==> config.mk <==
export PLATFORM = sky130hd
export DESIGN_NAME = thermostat_alarm_controller_core
export DESIGN_NICKNAME = d
export VERILOG_FILES = /design/src/rtl/thac_pkg.sv /design/src/rtl/thac_step.sv /design/src/rtl/thermostat_alarm_controller_core.sv
export SDC_FILE = /design/constraint.sdc
export NUM_CORES = 1
export LEC_CHECK = 0
export ABC_AREA = 1
export BUFFER_PORTS_ARGS = -buffer_cell sky130_fd_sc_hd__buf_2
export CAP_MARGIN = 20
export CELL_PAD_IN_SITES_DETAIL_PLACEMENT = 0
export CELL_PAD_IN_SITES_GLOBAL_PLACEMENT = 1
export CORE_MARGIN = 4
export CORE_UTILIZATION = 46
export CTS_CLUSTER_SIZE = 28
export DETAILED_ROUTE_END_ITERATION = 10
export PLACE_DENSITY = 0.95
export SYNTH_ARGS = -nofsm -noshare
export SYNTH_HDL_FRONTEND = slang
export SYNTH_SLANG_ARGS = --single-unit
==> constraint.sdc <==
create_clock -name clk -period 8.5 [get_ports clk]
set_input_delay 0.85 -clock clk [delete_from_list [all_inputs] [get_ports clk]]
set_output_delay 0.85 -clock clk [all_outputs]
set_load 0.03 [all_outputs]
==> src/rtl/thac_pkg.sv <==
package thac_pkg;

  // Controller modes, as they appear in the result
  localparam logic [2:0] MODE_WAITING   = 3'd0;
  localparam logic [2:0] MODE_SETTING   = 3'd1;
  localparam logic [2:0] MODE_ALARM     = 3'd2;
  localparam logic [2:0] MODE_PRE_ALARM = 3'd3;
  localparam logic [2:0] MODE_PRE_SET   = 3'd4;
  localparam logic [2:0] MODE_ACK_ALARM = 3'd5;

  // Display symbols
  localparam logic [1:0] SYM_CELSIUS = 2'd0;
  localparam logic [1:0] SYM_SETTING = 2'd1;
  localparam logic [1:0] SYM_ALARM   = 2'd2;

  // Configuration register indexes
  localparam logic CFG_INITIAL_SETPOINT = 1'b0;
  localparam logic CFG_IDLE_LIMIT       = 1'b1;

  localparam logic [7:0]  INITIAL_SETPOINT_RST = 8'd30;
  localparam logic [15:0] IDLE_LIMIT_RST       = 16'd10000;
  localparam logic [15:0] IDLE_COUNT_MAX       = 16'hFFFF;

  // Controller state carried from one pass to the next
  typedef struct packed {
    logic [2:0]  mode;
    logic [7:0]  setpoint;
    logic [15:0] idle_count;
    logic        display_lit;
    logic        buzzer_level;
    logic        pending_set;
    logic        pending_up;
    logic        pending_down;
  } ctrl_state_t;

  // One input request
  typedef struct packed {
    logic       tick;
    logic       key_down;
    logic       key_up;
    logic       key_set;
    logic [7:0] temperature;
  } pass_in_t;

  // One result
  typedef struct packed {
    logic [7:0] setpoint_value;
    logic       save_strobe;
    logic       buzzer_active;
    logic       display_on;
    logic [1:0] display_symbol;
    logic [7:0] display_value;
    logic       display_update;
    logic [2:0] mode;
  } pass_out_t;

endpackage

==> src/rtl/thac_step.sv <==
module thac_step
  import thac_pkg::*;
(
  input  ctrl_state_t state,
  input  pass_in_t    pass_in,
  input  logic [15:0] idle_limit,
  output ctrl_state_t state_next,
  output pass_out_t   result
);

  logic [15:0] idle_ticked;
  logic        timed_out;
  logic        p_set;
  logic        p_up;
  logic        p_down;

  // Latch new keys and count the tick
  always_comb begin
    p_set       = state.pending_set | pass_in.key_set;
    p_up        = state.pending_up | pass_in.key_up;
    p_down      = state.pending_down | pass_in.key_down;
    idle_ticked = (pass_in.tick && state.idle_count != IDLE_COUNT_MAX) ?
                  state.idle_count + 16'd1 : state.idle_count;
    timed_out   = idle_ticked >= idle_limit;
  end

  // One step of the mode sequencer
  always_comb begin
    state_next              = state;
    state_next.pending_set  = p_set;
    state_next.pending_up   = p_up;
    state_next.pending_down = p_down;
    state_next.idle_count   = idle_ticked;
    result                  = '0;

    unique case (state.mode)
      MODE_PRE_SET: begin
        if (timed_out) state_next.mode = MODE_WAITING;
        if (p_set) begin
          state_next.pending_set = 1'b0;
          state_next.mode        = MODE_SETTING;
        end
      end
      MODE_SETTING: begin
        result.display_update   = 1'b1;
        result.display_value    = state.setpoint;
        result.display_symbol   = SYM_SETTING;
        // up and down together cancel out
        state_next.setpoint     = state.setpoint + {7'd0, p_up} - {7'd0, p_down};
        state_next.pending_up   = 1'b0;
        state_next.pending_down = 1'b0;
        if (p_set) begin
          result.save_strobe     = 1'b1;
          state_next.idle_count  = '0;
          state_next.mode        = MODE_WAITING;
          state_next.pending_set = 1'b0;
        end
      end
      MODE_PRE_ALARM: begin
        state_next.display_lit = 1'b1;
        state_next.mode        = MODE_ALARM;
      end
      MODE_ALARM: begin
        state_next.buzzer_level = 1'b1;
        result.display_update   = 1'b1;
        result.display_value    = pass_in.temperature;
        result.display_symbol   = SYM_ALARM;
        if (p_set) begin
          state_next.mode        = MODE_ACK_ALARM;
          state_next.pending_set = 1'b0;
        end
      end
      MODE_ACK_ALARM: begin
        state_next.buzzer_level = 1'b0;
        result.display_update   = 1'b1;
        result.display_value    = pass_in.temperature;
        result.display_symbol   = SYM_ALARM;
        if (pass_in.temperature < state.setpoint) begin
          state_next.mode       = MODE_WAITING;
          state_next.idle_count = '0;
        end
        if (p_set) begin
          state_next.mode        = MODE_SETTING;
          state_next.pending_set = 1'b0;
          state_next.display_lit = 1'b1;
        end
      end
      default: begin
        // waiting, and any code that means nothing
        state_next.mode = MODE_WAITING;
        if (timed_out) begin
          state_next.display_lit = 1'b0;
          state_next.idle_count  = '0;
        end
        if (p_set) begin
          state_next.display_lit = 1'b1;
          state_next.idle_count  = '0;
          state_next.pending_set = 1'b0;
          state_next.mode        = MODE_PRE_SET;
        end
        result.display_update = 1'b1;
        result.display_value  = pass_in.temperature;
        result.display_symbol = SYM_CELSIUS;
        if (pass_in.temperature > state.setpoint) state_next.mode = MODE_PRE_ALARM;
      end
    endcase

    result.mode           = state_next.mode;
    result.display_on     = state_next.display_lit;
    result.buzzer_active  = state_next.buzzer_level;
    result.setpoint_value = state_next.setpoint;
  end

endmodule

==> src/rtl/thermostat_alarm_controller_core.sv <==
// Thermostat alarm controller: each request on the input stream is one controller pass
// (temperature, newly pressed set/up/down keys, millisecond tick) and yields exactly one
// result on the output stream. A request is captured in an input register, the sequencer
// step runs between that register and the result register, and the controller state is
// updated in the same cycle, so one request per clock is sustained while results are taken.
// The input register frees as soon as its request moves to the result register, so one
// further request is taken while a result waits; after that the input stalls until the
// result is taken.
// Configuration registers must only be written while no request is in flight; writing
// the initial set point also loads the working set point at once.
module thermostat_alarm_controller_core
  import thac_pkg::*;
(
  input  logic        clk,
  input  logic        rst,
  input  logic        s_axis_tvalid,
  output logic        s_axis_tready,
  // temperature[7:0], key_set[8], key_up[9], key_down[10], tick[11], zero[15:12]
  input  logic [15:0] s_axis_tdata,
  output logic        m_axis_tvalid,
  input  logic        m_axis_tready,
  // mode[2:0], display_update[3], display_value[11:4], display_symbol[13:12],
  // display_on[14], buzzer_active[15], save_strobe[16], setpoint_value[24:17], zero[31:25]
  output logic [31:0] m_axis_tdata,
  input  logic        cfg_we,
  input  logic        cfg_index,
  input  logic [15:0] cfg_data
);

  logic        in_valid;
  pass_in_t    in_item;
  logic        out_valid;
  pass_out_t   out_item;
  logic        advance;
  logic [15:0] idle_limit;
  ctrl_state_t state;
  ctrl_state_t state_next;
  pass_out_t   result;

  assign advance       = in_valid && (!out_valid || m_axis_tready);
  assign s_axis_tready = !in_valid || advance;
  assign m_axis_tvalid = out_valid;
  assign m_axis_tdata  = {7'd0, out_item};

  thac_step u_step (
    .state      (state),
    .pass_in    (in_item),
    .idle_limit (idle_limit),
    .state_next (state_next),
    .result     (result)
  );

  // Input register
  always_ff @(posedge clk) begin
    if (rst) begin
      in_valid <= 1'b0;
    end else if (s_axis_tready) begin
      in_valid <= s_axis_tvalid;
    end
  end

  always_ff @(posedge clk) begin
    if (s_axis_tvalid && s_axis_tready) begin
      in_item <= s_axis_tdata[11:0];
    end
  end

  // Result register
  always_ff @(posedge clk) begin
    if (rst) begin
      out_valid <= 1'b0;
    end else if (advance) begin
      out_valid <= 1'b1;
    end else if (m_axis_tready) begin
      out_valid <= 1'b0;
    end
  end

  always_ff @(posedge clk) begin
    if (advance) begin
      out_item <= result;
    end
  end

  // Idle limit register
  always_ff @(posedge clk) begin
    if (rst) begin
      idle_limit <= IDLE_LIMIT_RST;
    end else if (cfg_we && cfg_index == CFG_IDLE_LIMIT) begin
      idle_limit <= cfg_data;
    end
  end

  // Controller state: advance one pass per request, reload set point on config
  always_ff @(posedge clk) begin
    if (rst) begin
      state.mode         <= MODE_WAITING;
      state.setpoint     <= INITIAL_SETPOINT_RST;
      state.idle_count   <= '0;
      state.display_lit  <= 1'b1;
      state.buzzer_level <= 1'b0;
      state.pending_set  <= 1'b0;
      state.pending_up   <= 1'b0;
      state.pending_down <= 1'b0;
    end else if (cfg_we && cfg_index == CFG_INITIAL_SETPOINT) begin
      state.setpoint <= cfg_data[7:0];
    end else if (advance) begin
      state <= state_next;
    end
  end

  // A save only happens on the way back to waiting
  assert property (@(posedge clk) disable iff (rst)
    (out_valid && out_item.save_strobe) |-> (out_item.mode == MODE_WAITING))
    else $error("save strobe outside waiting");

  // The buzzer only sounds in alarm or its acknowledgement
  assert property (@(posedge clk) disable iff (rst)
    state.buzzer_level |-> (state.mode == MODE_ALARM || state.mode == MODE_ACK_ALARM))
    else $error("buzzer on outside alarm modes");

  // A processed request always shows up as a result
  assert property (@(posedge clk) disable iff (rst)
    advance |=> out_valid)
    else $error("processed request lost");

  // Without a refresh the display fields stay clear
  assert property (@(posedge clk) disable iff (rst)
    (out_valid && !out_item.display_update) |->
      (out_item.display_value == 8'd0 && out_item.display_symbol == SYM_CELSIUS))
    else $error("display fields set without refresh");

endmodule

# After elaboration in Yosys (flattened, before gate mapping)
# Cells that the tools add are included.
# classes
addsub	3
n_lt_le_gt_ge	3
muxes	27
eq_ne	6
n_shift	0
reduce_logical	16
div_mod_pow	0
n_bitwise	5
n_mul	0
# ops
op	n
$mux 16	3
$pmux 16 s3	1
$mux 17	2
$pmux 11 s3	1
$mux 29	1
$mux 3	8
$add 16x1->16 const B	1
$ge 16x16->1	1
$mux 8	2
$ne 16x16->1 const B	1
$pmux 3 s5	1
$add 8x1->8	1
$gt 8x8->1	1
$lt 8x8->1	1
$sub 8x1->8	1
$eq 3x2->1 const B	2
$eq 3x3->1 const B	2
$reduce_or 3->1	2
$logic_and 1x1->1	5
$mux 1	5
$reduce_bool 2->1	2
$reduce_or 2->1	2
$eq 3x1->1 const B	1
$or 1x1->1	3
7 further kinds	10
# totals
memories	0
word_cells	84
ramBits	0
register_bits	87
out_inout_bits	34
mem_bits_ro	0
latchBits	0

# Depth between registers and ports, before layout
# logic_depth
ltp_word	9
ltp_mapped	24
mapped_depth_nobuf	23

# By module
# Synthesis repeated with hierarchy kept, for this count alone.
# unflattened
hier_cells	679
hier_area_um2	5301.3
# by_module_without_submodules
module	area_per_inst_um2	cells_per_inst	n_inst
thermostat_alarm_controller_core	3109.2	285	1
thac_step	2192.1	394	1

# Least setup slack after synthesis
# OpenSTA, ideal clock, no wires.
# synth_path
path_type	register to register
start	register, netlist name state[5]
end	register, netlist name state[18]
slack_ps	5729
t_required_ps	8430
path_stages_with_launch	20
arrival_time_ps	2701
setup_time_ps	70
path_cell_list	dfxtp_1 -> ha_1 -> nand2_2 -> nor2_4 -> nand2_2 -> nor2_2 -> nor2_2 -> or2_2 -> nand2_1 -> inv_2 -> ha_1 -> nand2_1 -> o21bai_1 -> a21oi_1 -> nor2_1 -> nand2_1 -> nand2_1 -> clkbuf_4 -> nand4_1 -> a21oi_1
# synth_via
elab_chain_len	7
elab_cells_between_ends	10
# synth_lines
element	line_no	text
branches (longest 2 deep; another with $add 16x1->16)	-	
$mux 16 *	thac_step.sv:22	idle_ticked = (pass_in.tick && state.idle_count != IDLE_COUNT_MAX) ?
$ge 16x16->1	thac_step.sv:24	timed_out = idle_ticked >= idle_limit;
$mux 17	thac_step.sv:91	if (timed_out) begin
$mux 17	thac_step.sv:95	if (p_set) begin
$pmux 16 s3 *	thac_step.sv:36	unique case (state.mode)
# Every way passes the cells marked *.
# A chain may end at the register's enable or synchronous reset.

==> results.yml <==
outcome:
  result_of_the_run: "finished, final reports clean"
critical_path:
  worst_setup_start_kind: "register"
  critical-path-top-delay-family: "simple AND/OR/NAND/NOR gates"
  timing_worst_setup_path_type: "reg -> reg"
  worst-path-buf-inv: 2
  end_kind: "register"
  r2r_slack_ps: 4980
  worst-r2r-cell-count: 19
  largest_fanout_on_the_critical_path: 21
  worstReg2RegStart: "state[5]"
  path_common_cell: "sky130_fd_sc_hd__nand2_1"
  r2r_end: "m_axis_tdata[14]"
  critPathSlowestCell: "sky130_fd_sc_hd__dfxtp_1"
  worst_ep_arrival_time_ps: 3630
  cells_along_the_critical_path: "ha_1 -> nand2_2 -> nor2_4 -> nand2_2 -> nor2_2 -> nor2_2 -> buf_16 -> or2_2 -> nand2_1 -> inv_2 -> ha_1 -> nand2_1 -> o21bai_1 -> a21oi_1 -> nor2_1 -> nand2_1 -> nand2_1 -> nand2_1 -> nand3b_1"
  cp.required_ps: 8610
  critical_path.max_stage_delay_ps: 440
cts:
  numCtsBuffers: 9
  tritoncts_num_sinks: 87
  htree_levels: 3
  cts_resized: 0
  path_clk_slew_ps: 90
  post_cts.repair.setup_buffers: 0
  cts.hold.buffers_added: 0
  ctsLongestPathBuffers: 2
  tritoncts: "built"
  ctsRootBufferMaster: "sky130_fd_sc_hd__clkbuf_8"
  clock_latency_ps: 370
logic_synthesis:
  ys_dominant_reg_cell: "sky130_fd_sc_hd__dfxtp_1"
  netlist_instances: 603
  syn_area_mm2: 0.004870
  combinational_family_with_the_most_area_after_synthesis: "simple AND/OR/NAND/NOR gates"
  synth-seq-area-share_pct: 43.37
  synthAdderAreaFrac_pct: 8.890
  count_of_flip_flops_with_a_built_in_enable_after_synthesis: 37
  yosys_warns: 0
  synth_area_leader_cell: "sky130_fd_sc_hd__edfxtp_1"
  synth.top_cell.area_share_pct: 22.82
  netlist_top_cells_area: "sky130_fd_sc_hd__edfxtp_1 (23%), sky130_fd_sc_hd__dfxtp_1 (21%), sky130_fd_sc_hd__nand2_1 (10%), sky130_fd_sc_hd__ha_1 (8.5%), sky130_fd_sc_hd__a21oi_1 (5.7%)"
  synth.top_cells.by_count: "sky130_fd_sc_hd__nand2_1 (136), sky130_fd_sc_hd__inv_1 (73), sky130_fd_sc_hd__a21oi_1 (55)"
  post_synth_mux_area_share_pct: 0
  synth_cell_type_count: 43
  synth.ff_latch_count: 87
  syn_area_per_cell_um2: 8.076
  yosys.area_share.simple_pct: 21.12
  cell_with_the_most_instances_after_synthesis: "sky130_fd_sc_hd__nand2_1"
  synthArstFlopShare_pct: 0
  synth_compound_area_share_pct: 14.59
  yosys.area_share.xor_xnor_pct: 2.672
finish:
  antenna_cells: 0
  area_delta_synth_final_pct: 11.92
  final_core_util_pct: 52.79
  final_cells: 797
  drive_above_1_share_pct: 15.58
  final_nets: 728
drt:
  drc_errors: 0
  vias_per_cell: 5.225
  antenna_violating_nets_post_route: 0
  drt_iter0_drc: 162
  wl_per_cell_um: 13.73
  num_vias: 4164
  drtPass1Iterations: 4
  routed_wl_mm: 10.94
timing:
  fin_crit_sh_pct: 41.38
  max_freq_mhz: 284.3
  timing.slew.headroom_pct: 30.50
  final_hold_viol_count: 0
  timing.setup.tns_ps: 0
  clock_skew_ps: 10.31
  final_max_slew_viol_count: 0
  worst_pin_slew_ps: 1041
  layout_min_cycle_time_ps: 3517
  setup_viol_count_final: 0
  rsz0062_at_grt: "false"
floorplan:
  dieArea_mm2: 0.01230
  floorplan.initialDensity_pct: 47.17
  placementRows: 37
  die-height_um: 110.9
  core_footprint_mm2: 0.01032
  die_x_um: 110.9
  boundary_pin_count: 72
global_route:
  grt_antenna_before_repair: 1
  grt_overflow: 0
  grt_util_all_layers_pct: 18.05
  grt_start_max_net_pins: 29
  wire_length_of_the_first_global_routing_pass_mm: 18.50
  via_count_of_the_first_global_routing_pass: 4047
placement:
  place_inst: 780
  place.gp.congestion: 0.8545
  detailedPlacementHpwl_mm: 8.059
  number_of_port_buffers: 60
hold_path:
  cell_count_of_the_worst_hold_path: 2
  worstHoldPathType: "reg -> reg"
  worstHoldEndpoint: "idle_limit[7]"
  min-delay-start: "idle_limit[7]"
flow_run:
  drv.max_cap_violation_count: 0
power_and_ir_drop:
  worst_ir_drop_vdd_v: 0.0001056
  p_total_mw: 0.9658
  total_leakage_power_nw: 2.401
  cellPowerDensity_mw_per_mm2: 177.2
-- how the worst max path moves through the flow --
stage	from	to	slack, ps	cells past startpoint
5_1_grt	state[5]	state[4]	4580	21
4_1_cts	state[5]	state[4]	4500	22
3_5_place_dp	state[5]	state[4]	4540	22
2_1_floorplan	state[5]	state[18]	5730	19
3_3_place_gp	state[5]	m_axis_tdata[14]	4640	21
6_report	state[5]	m_axis_tdata[14]	4980	19
-- tightest hold or removal path: cells and delay by family, from the launching register on --
family	cells	cell delay, ps
buffers and inverters	1	60
DFF	1	310
AOI/OAI and AO/OA	1	60
-- report_power, final --
group	switching, mW	internal [mW]	leakage, nW
combinational	0.128	0.0589	1.54
sequential	0.0103	0.463	0.760
clock	0.164	0.141	0.103
total	0.302	0.664	2.40
-- placed cells by master (no fill, tap or decap), drive strengths merged, types with 2 or more instances in the layout --
| master | instances |
|---|---|
| o2111ai | 4 |
| ha | 33 |
| inv | 83 |
| o21bai | 3 |
| xnor2 | 4 |
| edfxtp | 37 |
| xor2 | 10 |
| dfxtp | 50 |
| nand2 | 139 |
| nor3 | 2 |
| a21oi | 59 |
| buf | 62 |
| conb | 7 |
| o21ai | 46 |
| nand4 | 22 |
| and2 | 2 |
| clkinv | 2 |
| o22ai | 2 |
| clkbuf | 10 |
| nor2 | 40 |
| nand3 | 25 |
| or2 | 2 |
| o211ai | 5 |
| a31oi | 3 |
| o21a | 2 |
-- layout make-up --
class | instances | area (um2)
Clock buffer | 10 | 127.6
Clock inverter | 6 | 76.32
Fill cell | 1007 | 4873
Inverter | 80 | 300.3
Multi-Input combinational cell | 416 | 2328
Sequential cell | 87 | 2112
Tap cell | 136 | 170.2
Timing Repair Buffer | 62 | 335.3
-- flip-flops by register name, indices dropped and copies added, names as in the netlist --
name and flops:
m_axis_tvalid 1, in_item 12, in_valid 1, state 32, m_axis_tdata 25, idle_limit 16
-- metal layers --
layer / vias to the layer above / GRT usage [%] / routed length [um]
met2: 102 / 29.65 / 5108
met3: 11 / 3.712 / 578
met1: 1932 / 23.78 / 5132
met4: 2 / 5.911 / 114
met5: - / 0 / 7
li1: 2117 / - / -
-- cells by family (layout without fill, tap and decap cells) --
logic type                 Yosys count  in the layout
AOI/OAI and AO/OA                  127            127
xor gates and xnor gates            14             14
adders and majority gates           34             34
buffers and inverters              106            158
DFF                                 87             87
other                                1              7
and+or+nand+nor                    234            234
-- per-stage QoR --
stage / cell area, um2 / hold WS [ps] / setup WS [ps]
6_report: 5450 / 467.3 / 4983
5_1_grt: 5450 / 481.5 / 4584
4_1_cts: 5423 / 467.3 / 4504
3_5_place_dp: 5219 / 453.2 / 4536
3_3_place_gp: 5219 / 449.8 / 4637
2_1_floorplan: 4892 / 435.3 / 5729
No activity file was read; power rests on OpenSTA's default activity.
